===== src/sv/fisc_queue.sv =====
// ----------------------------------------------------------------------------
// fisc_queue
// Small synchronous FIFO used on the input and result sides of the core.
// ----------------------------------------------------------------------------
module fisc_queue #(
    parameter int WIDTH = 8,
    parameter int DEPTH = 2
) (
    input  logic             clk,
    input  logic             rst_n,
    input  logic             push,
    input  logic [WIDTH-1:0] wdata,
    output logic             full,
    input  logic             pop,
    output logic [WIDTH-1:0] rdata,
    output logic             empty
);
    localparam int PW = (DEPTH > 1) ? $clog2(DEPTH) : 1;
    localparam int CW = $clog2(DEPTH + 1);
    localparam logic [PW-1:0] LAST_PTR = PW'(DEPTH - 1);
    localparam logic [CW-1:0] FULL_CNT = CW'(DEPTH);

    logic [WIDTH-1:0] mem_reg [DEPTH];
    logic [PW-1:0]    wr_ptr_reg;
    logic [PW-1:0]    rd_ptr_reg;
    logic [CW-1:0]    count_reg;
    logic             do_push;
    logic             do_pop;

    assign full    = (count_reg == FULL_CNT);
    assign empty   = (count_reg == '0);
    assign do_push = push && !full;
    assign do_pop  = pop && !empty;
    assign rdata   = mem_reg[rd_ptr_reg];

    // storage
    always_ff @(posedge clk)
    begin
        if (do_push)
        begin
            mem_reg[wr_ptr_reg] <= wdata;
        end
    end

    // pointers and fill count
    always_ff @(posedge clk or negedge rst_n)
    begin
        if (!rst_n)
        begin
            wr_ptr_reg <= '0;
            rd_ptr_reg <= '0;
            count_reg  <= '0;
        end
        else
        begin
            if (do_push)
            begin
                wr_ptr_reg <= (wr_ptr_reg == LAST_PTR) ? '0 : wr_ptr_reg + 1'b1;
            end
            if (do_pop)
            begin
                rd_ptr_reg <= (rd_ptr_reg == LAST_PTR) ? '0 : rd_ptr_reg + 1'b1;
            end
            if (do_push && !do_pop)
            begin
                count_reg <= count_reg + 1'b1;
            end
            else if (do_pop && !do_push)
            begin
                count_reg <= count_reg - 1'b1;
            end
        end
    end

endmodule


===== config.mk =====
export PLATFORM = sky130hd
export DESIGN_NAME = fisc_queue
export DESIGN_NICKNAME = d
export VERILOG_FILES = /design/src/sv/fisc_queue.sv
export SDC_FILE = /design/constraint.sdc
export NUM_CORES = 1
export LEC_CHECK = 0
export ABC_AREA = 1
export BUFFER_PORTS_ARGS = -buffer_cell sky130_fd_sc_hd__buf_2
export CORE_ASPECT_RATIO = 1.1
export CORE_MARGIN = 1.5
export CORE_UTILIZATION = 44
export CTS_CLUSTER_DIAMETER = 60
export CTS_CLUSTER_SIZE = 30
export DETAILED_ROUTE_END_ITERATION = 8
export HOLD_SLACK_MARGIN = 0.08
export PLACE_DENSITY = 0.71
export SLEW_MARGIN = 10
export SYNTH_ARGS = -nofsm -noshare
export SYNTH_HDL_FRONTEND = slang
export SYNTH_SLANG_ARGS = --single-unit

===== constraint.sdc =====
create_clock -name clk -period 1.5 [get_ports clk]
set_clock_uncertainty 0.1 [all_clocks]
set_input_delay 0.225 -clock clk [delete_from_list [all_inputs] [get_ports clk]]
set_output_delay 0.225 -clock clk [all_outputs]
set_load 0.03 [all_outputs]

==> results.py, run 1 <==
metrics = {
    "routing": {
        "vias_per_cell": 4.68,
        "drtAntennaViolNets": 0,
        "routed_wl_mm": 1.54,
        "drc_errors": 0,
        "drtIter0Drc": 8,
        "routedWlPerCell_um": 11.8,
        "vias": 609,
        "dr.pass1.iters": 4,
    },
    "pwr": {
        "switchingPower_mw": 1.01,
        "pwr-share-comb": 0.487,
        "leakagePower_nw": 0.560,
        "ir_drop_v": 0.00121,
        "swShare": 0.390,
        "intPower_mw": 1.58,
        "p_clk_frac": 0.171,
        "p_per_area_mw_per_mm2": 2110,
        "p_total_mw": 2.59,
        "p_seq_frac": 0.342,
    },
    "yosys": {
        "netlist_area_um2": 810,
        "yosysUniqueCellTypes": 14,
        "yosysWarnings": 0,
        "synth_flop_cell": "edfxtp_1",
        "ys_seq_area_frac": 0.717,
        "synth_top_area_share": 0.594,
        "ys_async_sr_fraction": 0.200,
        "synth-seq-cells": 20,
        "synthTopCellsByArea": "edfxtp_1 59%, nand2_1 15%, dfrtp_1 12%, inv_1 3.2%, ha_1 1.5%",
        "netlist.top_cell.by_area": "edfxtp_1",
        "synth.avg_cell_area_um2": 11.1,
        "ys_top_cells_by_count": "33 x nand2_1, 16 x edfxtp_1, 7 x inv_1, 4 x dfrtp_1",
        "synth_enable_flop_cells": 16,
        "yosysMostFrequentCell": "nand2_1",
        "synth_nets": 86,
        "netlist_instances": 73,
    },
    "timing": {
        "relSlewSlack": 0.846,
        "finalSetupViolations": 0,
        "rsz0062_at_grt": "yes",
        "slew_viol_final": 0,
        "finalCritPeriodShare": 0.998,
        "worstMarginPinSlew_ps": 228,
        "timing.final.hold_violations": 0,
        "hold_ws_ps": 136,
        "min_period_ps": 1500,
        "max_freq_mhz": 668,
        "layout_setup_ws_ps": 2.77,
    },
    "critical_path": {
        "cpMaxStageDelayCell": "dfrtp_2",
        "end_kind": "output port",
        "path_depth": 4,
        "crit_fanout": 4,
        "cp_top_family": "flip-flops",
        "reg2reg_depth": 8,
        "critPathBufInv": 2,
        "crit_path_start_kind": "register",
        "path_cells": "buf_6, nand2_1, nand2_1, buf_6",
        "max_stage_delay_ps": 470,
        "crit_arrival_ps": 1170,
        "worst-setup-path-type": "reg -> out",
        "crit_required_ps": 1170,
    },
    "finish": {
        "fin_area_mm2": 0.00122,
        "diodes": 0,
        "nets": 126,
        "area_delta_synth_final_pct": 51.3,
        "largest_register_ffs": 16,
        "final_cells": 130,
        "drive_above_1_share": 0.420,
        "nFillCells": 125,
    },
    "floorplan": {
        "ios": 22,
        "design.core.area_mm2": 0.00176,
        "dieArea_mm2": 0.00211,
        "fp-row-count": 16,
        "die_h_um": 48.0,
        "start_util": 0.460,
        "fp.dieW_um": 43.9,
    },
    "placed_design": {
        "dp_hpwl_um": 974,
        "place_congestion": 0.759,
        "place_inst": 113,
        "port_buffers": 21,
        "placed_area_um2": 952,
        "pre_cts_ws_ps": 6.04,
    },
    "clocking": {
        "htreeDepth": 1,
        "clockRootBuffer": "clkbuf_4",
        "cts_tree": "built",
        "clockBufferDepth": 2,
        "cts_sinks": 20,
        "cts_buffers": 3,
        "cts.clk_slew.worst_paths_ps": 110,
        "clk_latency_ps": 300,
    },
    "global_routing": {
        "grt_usage": 0.150,
        "grt_pass1_vias": 531,
        "overflow": 0,
        "grt_pass1_wl_mm": 2.17,
        "grt_start_max_net_pins": 13,
        "antenna_found_initial": 0,
    },
    "run": {
        "cap_violations": 0,
    },
    "outcome": {
        "outcome": "finished, final reports clean",
    },
    "worst_hold_path": {
        "min_path_type": "in -> async",
    },
}
through the flow:
step	setup TNS (ps)	util
after floorplan	0	-
after global placement	-0.658	0.540
after detailed placement	0	0.540
after CTS	-14.8	0.668
after global routing	-260	0.695
final	0	0.695
path summary, 6_finish.rpt:
kind	startpoint	to	slack, ps
setup / recovery	rd_ptr_reg$_DFFE_PN0P_	rdata[4]	3
hold / removal	rst_n	count_reg[0]$_DFFE_PN0P_	140
setup reg to reg	count_reg[1]$_DFFE_PN0P_	count_reg[1]$_DFFE_PN0P_	110
hold reg to reg	wr_ptr_reg$_DFFE_PN0N_	wr_ptr_reg$_DFFE_PN0N_	390
max in group asynchronous	rst_n	rd_ptr_reg$_DFFE_PN0P_	1040
min in group clk	push	wr_ptr_reg$_DFFE_PN0N_	150
placed cells by master (no fill, tap or decap):
| master | synthesis | layout |
|---|---|---|
| nor2_4 | 0 | 1 |
| edfxtp_1 | 16 | 16 |
| buf_2 | 1 | 12 |
| nand4_1 | 1 | 1 |
| nand2_2 | 0 | 9 |
| bufinv_16 | 0 | 1 |
| xnor2_1 | 1 | 1 |
| nand3b_1 | 1 | 1 |
| dlygate4sd3_1 | 0 | 10 |
| inv_1 | 7 | 5 |
| dfrtp_1 | 4 | 2 |
| nand2_1 | 33 | 23 |
| buf_4 | 0 | 4 |
| clkbuf_4 | 0 | 3 |
| o21ai_1 | 0 | 1 |
| nor2_1 | 2 | 2 |
| buf_6 | 0 | 10 |
| nand2_4 | 0 | 1 |
| inv_2 | 1 | 2 |
| dfrtp_2 | 0 | 2 |
| nor2_2 | 2 | 1 |
| clkinv_4 | 0 | 1 |
| ha_1 | 1 | 1 |
| o21ai_0 | 2 | 1 |
| nand3_1 | 1 | 1 |
cell type report:
cell class	instances	area [µm²]	share of cell area
clock buffer	3	22.5	0.0184
clock inverter	1	30.0	0.0245
inverter	8	35.0	0.0286
multi-input combinational	44	229	0.187
sequential	20	583	0.476
tap	18	22.5	0.0184
timing repair buffer	36	303	0.247
metal layers:
metal  up-vias  track usage  share of wire
li1        314            -              -
met1       280        0.167           0.43
met2        13        0.265           0.51
met3         2       0.0340          0.039
met4         0       0.0909          0.022
met5         -            0              0
logic make-up after synthesis:
group,after synthesis,share of synthesized area
and+or+nand+nor,40,0.201
DFF,20,0.717
buffers and inverters,9,0.0433
AOI/OAI and AO/OA,2,0.0124
xor gates and xnor gates,1,0.0108
adders and majority gates,1,0.0155
power groups by stage:
stage	combinational (mW)	clock [mW]	sequential, mW
after floorplan	0.692	0	0.842
after global placement	0.899	0	0.876
after detailed placement	0.915	0	0.884
after CTS	1.15	0.454	0.874
after global routing	1.36	0.467	0.897
final	1.26	0.443	0.884
repair_timing:
action,in CTS,in global routing
pin swaps,3,6
buffers inserted,1,2
hold buffers,10,0
resized for setup,22,16
setup endpoints to repair,9,19
endpoints found under the hold margin,21,0
Power figures use the tool's default switching activity.
==> run 2: changes to the inputs <==
- ABC_AREA: 1 -> not set
- CORE_UTILIZATION: 44 -> 48
- PLACE_DENSITY: 0.71 -> 0.74
- clock period: 1.5 -> 1.6 ns (I/O delays scaled with it)
==> results.py, run 2 <==
metrics = {
    "routing": {
        "vias": 525,
        "drc_errors": 0,
        "routed_wl_mm": 1.50,
        "drtAntennaViolNets": 0,
        "routedWlPerCell_um": 14.6,
        "dr.pass1.iters": 4,
        "drtIter0Drc": 9,
        "vias_per_cell": 5.10,
    },
    "finish": {
        "largest_register_ffs": 16,
        "drive_above_1_share": 0.512,
        "final_core_util": 0.759,
        "area_delta_synth_final_pct": 49.4,
        "final_cell_mix": "16 x edfxtp_1, 13 x buf_2, 10 x buf_6, 9 x dlygate4sd3_1, 7 x buf_4",
        "diodes": 0,
        "final_common_cell": "edfxtp_1",
        "nets": 100,
    },
    "pwr": {
        "swShare": 0.356,
        "switchingPower_mw": 0.780,
        "p_clk_frac": 0.107,
        "intPower_mw": 1.41,
        "pwr-share-comb": 0.523,
        "leakagePower_nw": 0.515,
        "ir_drop_v": 0.000860,
        "p_per_area_mw_per_mm2": 1880,
        "p_seq_frac": 0.370,
    },
    "timing": {
        "finalSetupViolations": 8,
        "finalCritPeriodShare": 1.03,
        "slew_viol_final": 0,
        "worstMarginPinSlew_ps": 375,
        "relSlewSlack": 0.750,
        "layout_setup_ws_ps": -55.0,
        "rsz0062_at_grt": "yes",
        "tns_ps": -349,
        "timing.final.hold_violations": 0,
        "max_freq_mhz": 604,
        "min_period_ps": 1650,
    },
    "critical_path": {
        "worst-setup-path-type": "reg -> out",
        "r2r_slack_ps": 140,
        "crit_required_ps": 1260,
        "crit_path_start_kind": "register",
        "end_kind": "output port",
        "crit_arrival_ps": 1310,
        "crit_fanout": 4,
    },
    "global_routing": {
        "grt_pass1_vias": 511,
        "antenna_found_initial": 0,
        "grt_start_max_net_pins": 12,
        "grt_usage": 0.174,
        "grt_pass1_wl_mm": 2.33,
        "overflow": 0,
    },
    "placed_design": {
        "port_buffers": 21,
        "dp_hpwl_um": 930,
        "place_congestion": 0.702,
    },
    "clocking": {
        "clockRootBuffer": "clkbuf_4",
        "cts.clk_slew.worst_paths_ps": 100,
        "cts_tree": "built",
        "clockBufferDepth": 2,
        "cts_sinks": 20,
        "htreeDepth": 1,
        "cts_buffers": 3,
        "clk_latency_ps": 290,
    },
    "yosys": {
        "synth_enable_flop_cells": 16,
        "ys_async_sr_fraction": 0.200,
        "netlist.top_cell.by_area": "edfxtp_1",
        "synth_nets": 57,
        "synth-seq-cells": 20,
        "ys_top_cells_by_count": "16 x edfxtp_1, 6 x mux2_1, 4 x dfrtp_1, 3 x nor2_1",
        "netlist_instances": 44,
        "synth.avg_cell_area_um2": 17.8,
        "yosysUniqueCellTypes": 15,
        "synthTopCellsByArea": "edfxtp_1 61%, dfrtp_1 13%, mux2_1 8.6%, mux2_2 2.9%, xnor2_1 2.2%",
        "synth_flop_cell": "edfxtp_1",
        "netlist_area_um2": 782,
        "synth_top_area_share": 0.614,
        "yosysWarnings": 0,
        "yosysMostFrequentCell": "edfxtp_1",
        "ys_seq_area_frac": 0.742,
    },
    "floorplan": {
        "start_util": 0.508,
        "design.core.area_mm2": 0.00154,
        "fp-row-count": 15,
        "ios": 22,
        "dieArea_mm2": 0.00188,
        "fp.dieW_um": 41.5,
        "die_h_um": 45.3,
    },
    "run": {
        "cap_violations": 0,
    },
    "outcome": {
        "violations": "setup timing",
        "outcome": "complete, but fails checks",
    },
    "worst_hold_path": {
        "min_path_type": "in -> reg",
    },
}
-- run 2: cell count changes in the layout (fill, tap and decap cells not counted), moves of 2 or more --
cell / before / now
nand2_2: 9 / 1
mux2_2: 0 / 2
inv_2: 2 / 0
buf_4: 4 / 7
nand2_1: 23 / 0
xor2_1: 0 / 2
inv_1: 5 / 2
mux2_4: 0 / 6
-- run 2: critical path, stage by stage, from the launching register on --
cell	delay [ps]
dfrtp_2	440
buf_6	140
mux2_4	300
buf_6	140
-- run 2: per-layer routing --
layer / routed length (µm) / part of all wire / vias up / track usage
li1: - / - / 243 / -
met1: 593 / 0.40 / 258 / 0.209
met2: 835 / 0.56 / 22 / 0.319
met3: 61 / 0.041 / 2 / 0.0240
met4: 10 / 0.0067 / 0 / 0.0774
met5: 0 / 0 / - / 0
-- run 2: through the flow --
| stage | area (µm²) | worst slack (ps) | power [mW] | hold slack (ps) | cells |
|---|---|---|---|---|---|
| 6_report | 1170 | -55.0 | 2.19 | 158 | 103 |
| 5_1_grt | 1170 | -78.6 | 2.29 | 179 | 103 |
| 4_1_cts | 1150 | -35.5 | 2.16 | 159 | 101 |
| 3_5_place_dp | 926 | 100 | 1.61 | -45.7 | 84 |
| 3_3_place_gp | 926 | 134 | 1.59 | -47.7 | 84 |
| 2_1_floorplan | 782 | 108 | 1.38 | -156 | 44 |
-- run 2: repair_timing --
item,4_1_cts,5_1_grt
buffers inserted,4,2
hold buffers,9,0
pin swaps,0,1
hold endpoints to repair,20,0
setup endpoints to repair,8,9
gates resized for setup,26,0
-- run 2: power by group through the flow --
stage	clock, mW	combinational (mW)	sequential (mW)
5_1_grt	0.247	1.21	0.825
6_report	0.234	1.15	0.811
3_3_place_gp	0	0.750	0.838
2_1_floorplan	0	0.591	0.793
4_1_cts	0.231	1.12	0.807
3_5_place_dp	0	0.765	0.849
-- run 2: layout make-up --
cell class / count / area [µm²]
fill: 96 / 370
multi-input combinational: 21 / 211
tap: 17 / 21.3
clock inverter: 1 / 3.75
inverter: 2 / 7.51
clock buffer: 3 / 22.5
sequential: 20 / 582
timing repair buffer: 39 / 320
-- run 2: logic make-up after synthesis --
group / share of synthesized area
buffers and inverters: 0.0160
AOI/OAI and AO/OA: 0.00639
and+or+nand+nor: 0.0384
xor gates and xnor gates: 0.0656
muxes: 0.115
adders and majority gates: 0.0160
DFF: 0.742
-- run 2: worst paths after layout --
path,end,cells past startpoint,from
min in group asynchronous,wr_ptr_reg$_DFFE_PN0N_,2,rst_n
min reg2reg,count_reg[1]$_DFFE_PN0P_,1,count_reg[1]$_DFFE_PN0P_
min,rd_ptr_reg$_DFFE_PN0P_,3,pop
max reg2reg,count_reg[1]$_DFFE_PN0P_,7,count_reg[0]$_DFFE_PN0P_
max,rdata[0],3,rd_ptr_reg$_DFFE_PN0P_
max in group asynchronous,rd_ptr_reg$_DFFE_PN0P_,2,rst_n
==> run 3: changes to the inputs <==
- ABC_AREA: not set -> 1
- CORE_UTILIZATION: 48 -> 49
- PLACE_DENSITY: 0.74 -> 0.75
==> results.py, run 3 (same netlist as run 1, synthesis figures left out) <==
metrics = {
    "outcome": {
        "outcome": "finished, final reports clean",
    },
    "timing": {
        "finalSetupViolations": 0,
        "rsz0062_at_grt": "no",
        "finalCritPeriodShare": 0.961,
        "timing.final.hold_violations": 0,
        "min_period_ps": 1540,
        "slew_viol_final": 0,
        "tns_ps": 0,
        "worstMarginPinSlew_ps": 306,
        "max_freq_mhz": 650,
        "relSlewSlack": 0.796,
    },
    "routing": {
        "routed_wl_mm": 1.50,
        "routedWlPerCell_um": 11.7,
        "drtAntennaViolNets": 0,
        "vias_per_cell": 4.73,
        "drtIter0Drc": 8,
        "drc_errors": 0,
        "vias": 606,
        "dr.pass1.iters": 5,
    },
    "finish": {
        "final_core_util": 0.720,
        "area_delta_synth_final_pct": 38.5,
        "final_cells": 128,
        "nets": 125,
        "diodes": 0,
        "final_common_cell": "nand2_1",
        "nFillCells": 122,
        "final_cell_mix": "33 x nand2_1, 18 x buf_2, 16 x edfxtp_1, 10 x dlygate4sd3_1, 7 x inv_1",
        "largest_register_ffs": 16,
        "drive_above_1_share": 0.288,
        "fin_area_mm2": 0.00112,
    },
    "critical_path": {
        "crit_path_start_kind": "register",
        "cpMaxStageDelayCell": "dfrtp_2",
        "path_cells": "buf_12, nand2_1, nand2_1, buf_4",
        "crit_required_ps": 1260,
        "worst-setup-path-type": "reg -> out",
        "crit_arrival_ps": 1200,
        "crit_fanout": 4,
        "timing.critical_path.mode_cell": "nand2_1",
        "max_stage_delay_ps": 480,
        "end_kind": "output port",
    },
    "floorplan": {
        "ios": 22,
        "fp.dieW_um": 41.8,
        "die_h_um": 45.6,
        "start_util": 0.520,
        "dieArea_mm2": 0.00191,
        "design.core.area_mm2": 0.00156,
        "fp-row-count": 15,
    },
    "pwr": {
        "leakagePower_nw": 0.530,
        "p_per_area_mw_per_mm2": 1830,
        "ir_drop_v": 0.00120,
        "p_total_mw": 2.05,
    },
    "global_routing": {
        "grt_pass1_wl_mm": 2.34,
        "grt_start_max_net_pins": 12,
        "grt_usage": 0.172,
        "antenna_found_initial": 0,
        "grt_pass1_vias": 565,
        "overflow": 0,
    },
    "clocking": {
        "cts.clk_slew.worst_paths_ps": 100,
        "clockRootBuffer": "clkbuf_4",
        "clockBufferDepth": 2,
        "cts_sinks": 20,
        "cts_tree": "built",
        "cts_buffers": 3,
        "clk_latency_ps": 290,
        "htreeDepth": 1,
    },
    "placed_design": {
        "placed_area_um2": 946,
        "dp_hpwl_mm": 1.01,
        "place_inst": 112,
        "place_congestion": 0.696,
        "port_buffers": 21,
    },
    "worst_hold_path": {
        "min_path_type": "in -> async",
    },
    "run": {
        "cap_violations": 0,
    },
}
run 3: cell count changes in the layout (fill, tap and decap cells not counted), sizes merged, moves of 2 or more:
cell and delta:
xor2 -2, mux2 -8, xnor2 -2, nand2 +32
inv +5, buf -5
run 3: metrics by stage:
step / setup slack, ps / hold slack, ps
3_3_place_gp: 131 / -49.0
6_report: 61.7 / 178
4_1_cts: 40.0 / 161
3_5_place_dp: 106 / -49.3
5_1_grt: 0.977 / 187
2_1_floorplan: 21.4 / -156
run 3: critical path, delay by kind of cell (launching register included):
family	cells	cell delay, ps
buffers and inverters	2	310
DFF	1	480
and+or+nand+nor	2	120
run 3: what timing repair did:
item	CTS	global route
hold endpoints to repair	21	0
resized for setup	2	10
buffers inserted	2	0
endpoints found under the setup margin	8	6
hold buffers	10	0
run 3: layer usage:
| metal | share of wire | vias up | global-route usage |
|---|---|---|---|
| met4 | 0.013 | 0 | 0.116 |
| met5 | 0 | - | 0 |
| met1 | 0.43 | 274 | 0.203 |
| li1 | - | 310 | - |
| met3 | 0.024 | 2 | 0.0119 |
| met2 | 0.53 | 20 | 0.309 |
run 3: report_power, final:
group / leakage (nW) / switching [mW] / internal [mW]
Combinational: 0.319 / 0.625 / 0.371
Sequential: 0.196 / 0.0995 / 0.725
Clock: 0.0154 / 0.141 / 0.0906
Total: 0.530 / 0.865 / 1.19
run 3: area by class of cell:
cell class	instances	area, µm²	share of cell area
Tap cell	17	21.3	0.0190
Clock inverter	1	3.75	0.00335
Inverter	8	35.0	0.0312
Clock buffer	3	22.5	0.0201
Timing Repair Buffer	35	263	0.234
Sequential cell	20	582	0.519
Multi-Input combinational cell	44	194	0.173
run 3: final timing paths:
check | end | slack (ps) | cells past startpoint | startpoint
min in group clk | wr_ptr_reg$_DFFE_PN0N_ | 210 | 4 | push
worst min register to register | wr_ptr_reg$_DFFE_PN0N_ | 400 | 2 | wr_ptr_reg$_DFFE_PN0N_
worst max-delay path | rdata[2] | 60 | 4 | rd_ptr_reg$_DFFE_PN0P_
worst max register to register | count_reg[1]$_DFFE_PN0P_ | 130 | 7 | count_reg[0]$_DFFE_PN0P_
max in group asynchronous | rd_ptr_reg$_DFFE_PN0P_ | 1090 | 2 | rst_n
worst min-delay path | count_reg[1]$_DFFE_PN0P_ | 180 | 2 | rst_n
